### src/ccmd_pkg.sv
`timescale 1ns / 1ps

package ccmd_pkg;

    localparam int unsigned HEADWAY_MAX_STAGE = 3;
    localparam logic [3:0] HEADWAY_INIT_RESET = 4'd1;
    localparam int unsigned PCT_FULL = 100;

    localparam logic [1:0] ST_OFF      = 2'd0;
    localparam logic [1:0] ST_READY    = 2'd1;
    localparam logic [1:0] ST_ACTIVE   = 2'd2;
    localparam logic [1:0] ST_OVERRIDE = 2'd3;

    localparam int unsigned BTN_MAIN   = 0;
    localparam int unsigned BTN_SET    = 1;
    localparam int unsigned BTN_RESUME = 2;
    localparam int unsigned BTN_UP     = 3;
    localparam int unsigned BTN_DOWN   = 4;
    localparam int unsigned BTN_CANCEL = 5;
    localparam int unsigned BTN_HEAD   = 6;

    localparam logic [2:0] OP_NONE  = 3'd0;
    localparam logic [2:0] OP_CLEAR = 3'd1;
    localparam logic [2:0] OP_SET   = 3'd2;
    localparam logic [2:0] OP_UP1   = 3'd3;
    localparam logic [2:0] OP_DOWN1 = 3'd4;
    localparam logic [2:0] OP_UP2   = 3'd5;
    localparam logic [2:0] OP_DOWN2 = 3'd6;

    typedef struct packed {
        logic [1:0] machine_state;
        logic [6:0] buttons;
        logic       brake_pedal;
        logic       park_brake;
        logic       accel_pedal;
        logic       gear_forward;
        logic       stand_still;
        logic       speed_stored;
        logic [8:0] display_speed;
        logic [8:0] set_speed;
        logic [2:0] stability_failures;
    } t_in_item;

    typedef struct packed {
        logic [1:0] display_state;
        logic       cmd_on;
        logic       cmd_off;
        logic       cmd_activate;
        logic       cmd_deactivate;
        logic [2:0] speed_operation;
        logic       start_confirm;
        logic [6:0] headway_percent;
        logic       degraded;
    } t_out_item;

endpackage

### src/ccmd_if.sv
`timescale 1ns / 1ps

interface ccmd_in_if;
    logic               valid;
    logic               ready;
    ccmd_pkg::t_in_item data;

    modport source (output valid, output data, input ready);
    modport sink (input valid, input data, output ready);
endinterface

interface ccmd_out_if;
    logic                valid;
    logic                ready;
    ccmd_pkg::t_out_item data;

    modport source (output valid, output data, input ready);
    modport sink (input valid, input data, output ready);
endinterface

interface ccmd_cfg_if;
    logic       valid;
    logic       ready;
    logic [3:0] data;

    modport source (output valid, output data, input ready);
    modport sink (input valid, input data, output ready);
endinterface

### src/cruise_control_hmi_command_logic_core.sv
`timescale 1ns / 1ps

// Cruise control HMI command logic.
// i_in carries one control tick per transfer: machine state, buttons, pedals,
// gear, speeds and stability failures. o_out carries one result per tick:
// display state, on/off/activate/deactivate commands, speed operation,
// start confirmation, headway percent and the degraded flag.
// i_cfg writes the initial headway stage, loaded while the system is off.
// An input transfer is captured in the input register, and its result then
// passes to the result register, which drives o_out. Throughput: one tick per
// cycle while o_out.ready stays high, set by the single pass of
// decision logic between the two registers.
// Reset clears the valid flags of both pipeline registers, the previous
// buttons and the start confirmation, sets the initial headway stage to 1 and
// loads it as the current stage. i_in and i_cfg are not ready while reset is
// asserted; i_cfg is always ready otherwise.
// When the receiver stalls, the result register holds its transfer, the
// input register fills, and then i_in.ready drops until o_out.ready returns.
module cruise_control_hmi_command_logic_core #(
    parameter int unsigned HEADWAY_MAX_STAGE = ccmd_pkg::HEADWAY_MAX_STAGE
) (
    input  logic               i_clk,
    input  logic               i_rst_n,
    ccmd_in_if.sink            i_in,
    ccmd_out_if.source         o_out,
    ccmd_cfg_if.sink           i_cfg
);

    logic [6:0] w_pct_table [16];

    for (genvar g = 0; g < 16; g++) begin : g_pct
        localparam int unsigned RAW = (g * ccmd_pkg::PCT_FULL) / HEADWAY_MAX_STAGE;
        localparam int unsigned SAT = (RAW > ccmd_pkg::PCT_FULL) ? ccmd_pkg::PCT_FULL : RAW;
        assign w_pct_table[g] = 7'(SAT);
    end

    logic                r_s1_valid;
    ccmd_pkg::t_in_item  r_s1_item;
    logic                r_out_valid;
    ccmd_pkg::t_out_item r_out_item;
    logic [3:0]          r_head_init;
    logic [6:0]          r_last_buttons;
    logic [3:0]          r_head_stage;
    logic                r_confirm;

    ccmd_pkg::t_out_item n_out_item;
    logic [3:0]          n_head_stage;
    logic                n_confirm;
    logic                w_out_load;
    logic                w_s1_adv;

    assign w_out_load  = !r_out_valid || o_out.ready;
    assign w_s1_adv    = r_s1_valid && w_out_load;
    assign i_in.ready  = i_rst_n && (!r_s1_valid || w_out_load);
    assign i_cfg.ready = i_rst_n;
    assign o_out.valid = r_out_valid;
    assign o_out.data  = r_out_item;

    always_comb begin
        logic [6:0] btn;
        logic [6:0] edges;
        logic [3:0] stage;
        logic       off;
        logic       act;
        logic       deact;
        btn          = r_s1_item.buttons;
        edges        = btn & ~r_last_buttons;
        stage        = r_head_stage;
        off          = 1'b0;
        act          = 1'b0;
        deact        = 1'b0;
        n_confirm    = r_confirm;
        n_out_item   = '0;
        n_out_item.speed_operation = ccmd_pkg::OP_NONE;

        if (r_s1_item.machine_state != ccmd_pkg::ST_OFF && edges[ccmd_pkg::BTN_HEAD]) begin
            if (r_head_stage == 4'(HEADWAY_MAX_STAGE)) begin
                stage = '0;
            end else begin
                stage = r_head_stage + 4'd1;
            end
        end

        case (r_s1_item.machine_state)
            ccmd_pkg::ST_OFF: begin
                n_out_item.cmd_on = btn[ccmd_pkg::BTN_MAIN];
                stage = r_head_init;
            end
            ccmd_pkg::ST_READY: begin
                off = !btn[ccmd_pkg::BTN_MAIN];
                act = (btn[ccmd_pkg::BTN_SET] || btn[ccmd_pkg::BTN_RESUME]
                       || btn[ccmd_pkg::BTN_UP] || btn[ccmd_pkg::BTN_DOWN])
                      && (!r_s1_item.brake_pedal || r_s1_item.stand_still)
                      && !r_s1_item.park_brake && r_s1_item.gear_forward;
                if (off) begin
                    n_out_item.speed_operation = ccmd_pkg::OP_CLEAR;
                end else if (act && (edges[ccmd_pkg::BTN_SET] || !r_s1_item.speed_stored)) begin
                    n_out_item.speed_operation = ccmd_pkg::OP_SET;
                end
            end
            default: begin
                deact = btn[ccmd_pkg::BTN_CANCEL] || r_s1_item.park_brake
                        || (r_s1_item.brake_pedal && !r_s1_item.stand_still)
                        || !r_s1_item.gear_forward;
                if (deact) begin
                    n_confirm = 1'b0;
                end else begin
                    n_confirm = btn[ccmd_pkg::BTN_RESUME] || r_s1_item.accel_pedal;
                    if (r_s1_item.machine_state == ccmd_pkg::ST_ACTIVE) begin
                        if (edges[ccmd_pkg::BTN_DOWN]) begin
                            n_out_item.speed_operation = ccmd_pkg::OP_DOWN2;
                        end else if (edges[ccmd_pkg::BTN_UP]) begin
                            n_out_item.speed_operation = ccmd_pkg::OP_UP2;
                        end else if (edges[ccmd_pkg::BTN_SET]) begin
                            n_out_item.speed_operation =
                                (r_s1_item.display_speed > r_s1_item.set_speed)
                                ? ccmd_pkg::OP_SET : ccmd_pkg::OP_DOWN1;
                        end else if (edges[ccmd_pkg::BTN_RESUME]) begin
                            n_out_item.speed_operation = ccmd_pkg::OP_UP1;
                        end
                    end else begin
                        if (edges[ccmd_pkg::BTN_SET]) begin
                            n_out_item.speed_operation = ccmd_pkg::OP_SET;
                        end else if (edges[ccmd_pkg::BTN_DOWN]) begin
                            n_out_item.speed_operation = ccmd_pkg::OP_DOWN2;
                        end else if (edges[ccmd_pkg::BTN_UP]) begin
                            n_out_item.speed_operation = ccmd_pkg::OP_UP2;
                        end else if (edges[ccmd_pkg::BTN_RESUME]) begin
                            n_out_item.speed_operation = ccmd_pkg::OP_UP1;
                        end
                    end
                end
            end
        endcase

        n_head_stage                = stage;
        n_out_item.display_state    = r_s1_item.machine_state;
        n_out_item.cmd_off          = off;
        n_out_item.cmd_activate     = act;
        n_out_item.cmd_deactivate   = deact;
        n_out_item.start_confirm    = n_confirm;
        n_out_item.headway_percent  = w_pct_table[stage];
        n_out_item.degraded         = |r_s1_item.stability_failures;
    end

    always_ff @(posedge i_clk) begin
        if (!i_rst_n) begin
            r_s1_valid     <= 1'b0;
            r_out_valid    <= 1'b0;
            r_head_init    <= ccmd_pkg::HEADWAY_INIT_RESET;
            r_last_buttons <= '0;
            r_head_stage   <= ccmd_pkg::HEADWAY_INIT_RESET;
            r_confirm      <= 1'b0;
        end else begin
            if (i_cfg.valid) begin
                r_head_init <= i_cfg.data;
            end
            if (i_in.ready) begin
                r_s1_valid <= i_in.valid;
            end
            if (w_out_load) begin
                r_out_valid <= r_s1_valid;
            end
            if (w_s1_adv) begin
                r_last_buttons <= r_s1_item.buttons;
                r_head_stage   <= n_head_stage;
                r_confirm      <= n_confirm;
            end
        end
    end

    always_ff @(posedge i_clk) begin
        if (i_in.valid && i_in.ready) begin
            r_s1_item <= i_in.data;
        end
        if (w_s1_adv) begin
            r_out_item <= n_out_item;
        end
    end

endmodule

### src/flat_wrapper.sv
// flat-port wrapper written by rule: the top's interface ports become plain ports
module cruise_control_hmi_command_logic_core_flat 
#(
    parameter int unsigned HEADWAY_MAX_STAGE = ccmd_pkg::HEADWAY_MAX_STAGE
)
  (i_clk, i_rst_n, i_in_valid, i_in_data, i_in_ready, o_out_valid, o_out_data, o_out_ready, i_cfg_valid, i_cfg_data, i_cfg_ready);
  ccmd_in_if i_in_i ();
  ccmd_out_if o_out_i ();
  ccmd_cfg_if i_cfg_i ();
  input  logic i_clk;
  input  logic i_rst_n;
  input wire logic [$bits(i_in_i.valid)-1:0] i_in_valid;
  input wire logic [$bits(i_in_i.data)-1:0] i_in_data;
  output wire logic [$bits(i_in_i.ready)-1:0] i_in_ready;
  output wire logic [$bits(o_out_i.valid)-1:0] o_out_valid;
  output wire logic [$bits(o_out_i.data)-1:0] o_out_data;
  input wire logic [$bits(o_out_i.ready)-1:0] o_out_ready;
  input wire logic [$bits(i_cfg_i.valid)-1:0] i_cfg_valid;
  input wire logic [$bits(i_cfg_i.data)-1:0] i_cfg_data;
  output wire logic [$bits(i_cfg_i.ready)-1:0] i_cfg_ready;
  assign i_in_i.valid = i_in_valid;
  assign i_in_i.data = i_in_data;
  assign i_in_ready = i_in_i.ready;
  assign o_out_valid = o_out_i.valid;
  assign o_out_data = o_out_i.data;
  assign o_out_i.ready = o_out_ready;
  assign i_cfg_i.valid = i_cfg_valid;
  assign i_cfg_i.data = i_cfg_data;
  assign i_cfg_ready = i_cfg_i.ready;
  cruise_control_hmi_command_logic_core #(.HEADWAY_MAX_STAGE(HEADWAY_MAX_STAGE)) u_core (.i_clk(i_clk), .i_rst_n(i_rst_n), .i_in(i_in_i), .o_out(o_out_i), .i_cfg(i_cfg_i));
endmodule
### config.mk
export PLATFORM = sky130hd
export DESIGN_NAME = cruise_control_hmi_command_logic_core_flat
export DESIGN_NICKNAME = d
export VERILOG_FILES = /design/src/ccmd_pkg.sv /design/src/ccmd_if.sv /design/src/cruise_control_hmi_command_logic_core.sv /design/src/flat_wrapper.sv
export SDC_FILE = /design/constraint.sdc
export NUM_CORES = 1
export LEC_CHECK = 0
export BUFFER_PORTS_ARGS = -buffer_cell sky130_fd_sc_hd__clkbuf_2
export CAP_MARGIN = 25
export CORE_MARGIN = 4
export CORE_UTILIZATION = 40
export DETAILED_ROUTE_END_ITERATION = 12
export PLACE_DENSITY = 0.66
export SLEW_MARGIN = 20
export SYNTH_ARGS = -nofsm -noshare
export SYNTH_HDL_FRONTEND = slang
export SYNTH_SLANG_ARGS = --single-unit
export TNS_END_PERCENT = 50
### constraint.sdc
create_clock -name i_clk -period 5.92 [get_ports i_clk]
set_clock_uncertainty 0.2 [all_clocks]
set_input_delay 0.592 -clock i_clk [delete_from_list [all_inputs] [get_ports i_clk]]
set_output_delay 0.592 -clock i_clk [all_outputs]
set_load 0.03 [all_outputs]
==> impl_metrics.env <==
export IMPL_htree_num_levels=3
export IMPL_fmax_ghz=0.449
export IMPL_post_route_period_util=0.376
export IMPL_cts_buffer_depth=2
export IMPL_io_pins=66
export IMPL_outcome="finished, final reports clean"
export IMPL_yosysMostFrequentCell="edfxtp_1"
export IMPL_io_buffer_count=63
export IMPL_synthMuxAreaShare=0.0140
export IMPL_antenna_left=0
export IMPL_coreArea_mm2=0.00687
export IMPL_crit_buf_inv=2
export IMPL_cts_tree="yes"
export IMPL_synth_top_cell_area_share=0.547
export IMPL_die_y_um=92.5
export IMPL_drtIter0Drc=125
export IMPL_vias=1826
export IMPL_hpwl_mm=3.64
export IMPL_hold_buffers=0
export IMPL_synth_top_family_by_area="simple AND/OR/NAND/NOR gates"
export IMPL_hold_class="input port to flip-flop"
export IMPL_fillers=642
export IMPL_ys_flop_type="edfxtp_1"
export IMPL_report_final_slew_viol_count=0
export IMPL_grt_pass1_vias=1737
export IMPL_setup_slack_ps=3700
export IMPL_setup_tns_ps=0
export IMPL_synth_fa_ha_area_frac=0.0439
export IMPL_hold_viol=0
export IMPL_critPathKind="input port to output pin"
export IMPL_critPathTopFamily="buffers and inverters"
export IMPL_place_congestion=0.787
export IMPL_yosys_top_cells_area="edfxtp_1 (55%), dfxtp_1 (11%), ha_1 (4.4%), nand2_1 (3.0%), nor2b_1 (2.6%)"
export IMPL_viasPerCell=4.74
export IMPL_dpl_worst_slack_ps=3410
export IMPL_area_growth_pct=20.8
export IMPL_cp_end_kind="output pin"
export IMPL_worstPathArrival_ps=1430
export IMPL_wl_per_cell_um=12.9
export IMPL_final_nets=339
export IMPL_ys_seq_area_frac=0.660
export IMPL_num_rows=30
export IMPL_grt_max_degree=37
export IMPL_placed_cells=369
export IMPL_synth_compound_area_share=0.108
export IMPL_ys_types=45
export IMPL_synth_xor_area_frac=0.00570
export IMPL_path_clk_slew_ps=70
export IMPL_drc=0
export IMPL_irDropWorstVdd_uv=167
export IMPL_grt_pass1_wl_mm=8.13
export IMPL_crit_cells=3
export IMPL_cts_setup_buffers=0
export IMPL_synth_top_area_cell="edfxtp_1"
export IMPL_hold_depth=1
export IMPL_synthCells=218
export IMPL_yosysWarningCount=0
export IMPL_required_ps=5130
export IMPL_final_cells=385
export IMPL_cp_start_kind="input port"
export IMPL_synth_edf_count=52
export IMPL_numCtsBuffers=9
export IMPL_n_antenna_cell=0
export IMPL_cap_violations=0
export IMPL_first_pass_iters=4
export IMPL_grtUsageTotal=0.123
export IMPL_synth_common_cells="edfxtp_1 (52), nand2_1 (23), dfxtp_1 (16)"
export IMPL_period_needed_ps=2220
export IMPL_root_buffer="clkbuf_8"
export IMPL_slowest_delay_ps=310
export IMPL_slew_headroom=0.472
export IMPL_setup_viol=0
export IMPL_synth_simple_area_share=0.127
export IMPL_drive_gt1_frac=0.311
export IMPL_p_leak_uw=0.00140
export IMPL_postCtsResizedCells=0
export IMPL_clock_insertion_delay_worst_skew_ps=340
export IMPL_async_reset_ff_frac=0
export IMPL_reg2regPathDepth=5
export IMPL_grt_ovfl_total=0
export IMPL_tightest_slew_ps=792
export IMPL_rsz0062_at_grt="no"
export IMPL_antenna_found_initial=0
export IMPL_crit_chain="clkbuf_2 -> a21boi_0 -> clkbuf_2"
export IMPL_power_density_mw_per_mm2=304
export IMPL_wl_mm=4.96
export IMPL_synth_avg_cell_area_um2=13.1
export IMPL_syn_area_mm2=0.00285
export IMPL_cts_sinks=68
export IMPL_start_util=0.415
export IMPL_cp_slowest_cell="clkbuf_2"
export IMPL_crit_top_cell="clkbuf_2"
export IMPL_die_area_mm2=0.00855
export IMPL_die_x_um=92.5
export IMPL_critical_path_max_fanout=20
export IMPL_synth_seq_cells=68
[kinds of logic after synthesis]
logic type / count (synthesis)
buffers and inverters: 23
AOI/OAI and AO/OA: 42
xor gates and xnor gates: 1
DFF: 68
and+or+nand+nor: 69
adders and majority gates: 10
muxes: 4
other: 1
[state kept, by name, summed over array words and instances (netlist names)]
| signal | flops |
|---|---|
| u_core.r_s1_item | 34 |
| u_core.o_out.data | 16 |
| u_core.r_last_buttons | 5 |
| u_core.r_head_init | 4 |
| u_core.r_head_stage | 4 |
| u_core.n_out_item | 2 |
| u_core.o_out.valid | 1 |
| u_core.r_confirm | 1 |
| u_core.r_s1_valid | 1 |
[path summary, 6_finish.rpt]
| kind | from | to | slack, ps |
|---|---|---|---|
| hold / removal | i_in_data[14] | u_core.r_s1_item[14] | 220 |
| hold reg to reg | u_core.r_last_buttons[4] | u_core.r_last_buttons[4] | 270 |
| setup / recovery | i_rst_n | i_in_ready | 3700 |
| setup reg to reg | u_core.o_out.valid | u_core.r_confirm | 3850 |
[layout by cell type (no fill, tap or decap), drive strengths merged, types with 2 or more instances in the layout]
| cell | netlist | routed |
|---|---|---|
| nor2 | 6 | 6 |
| o32ai | 2 | 2 |
| clkinv | 0 | 4 |
| nand2b | 7 | 7 |
| conb | 1 | 2 |
| nand3 | 6 | 6 |
| a21boi | 7 | 7 |
| a31oi | 2 | 2 |
| dfxtp | 16 | 16 |
| o21ai | 11 | 11 |
| and2 | 3 | 3 |
| o21a | 2 | 2 |
| bufinv | 0 | 2 |
| a31o | 2 | 2 |
| nand2 | 23 | 23 |
| nor4 | 2 | 2 |
| clkbuf | 3 | 72 |
| and3 | 2 | 2 |
| ha | 10 | 10 |
| nand4 | 3 | 3 |
| nor2b | 13 | 13 |
| edfxtp | 52 | 52 |
| inv | 14 | 14 |
| a21oi | 5 | 5 |
| o211ai | 3 | 3 |
| mux2i | 4 | 4 |
[area by class of cell]
| class | count | area, um^2 | area share |
|---|---|---|---|
| clock inverter | 7 | 91.3 | 0.0265 |
| tap | 96 | 120 | 0.0348 |
| clock buffer | 9 | 124 | 0.0359 |
| inverter | 14 | 52.6 | 0.0152 |
| sequential | 68 | 1880 | 0.546 |
| multi-input combinational | 128 | 862 | 0.250 |
| timing repair buffer | 63 | 315 | 0.0915 |
[where the power goes]
group	internal, uW	switching (uW)	total, uW
sequential	539	10.9	550
combinational	35.6	55.2	90.9
clock	235	173	409
[per-layer routing]
layer	vias up	track usage	share of wire	wire, um
li1	921	-	-	-
met1	826	0.161	0.47	2360
met2	65	0.176	0.42	2100
met3	14	0.0374	0.070	345
met4	0	0.0817	0.032	161
met5	-	0	0	0
[through the flow]
| stage | hold WS, ps | util | area (um^2) | power, uW |
|---|---|---|---|---|
| finish | 223 | 0.502 | 3450 | 1050 |
| global route | 205 | 0.502 | 3450 | 1090 |
| CTS | 206 | 0.502 | 3450 | 1060 |
| detailed placement | 257 | 0.470 | 3230 | 652 |
| global placement | 253 | 0.470 | 3230 | 649 |
| floorplan | 238 | - | 2860 | 621 |
[worst reg2reg max path, stage by stage (launching register included)]
cell and delay [ps]:
dfxtp_1 320, nor2b_1 250, nand2b_1 470, inv_2 340, o21ai_0 220, o21ba_2 170
(Power assumes the default switching activity.)
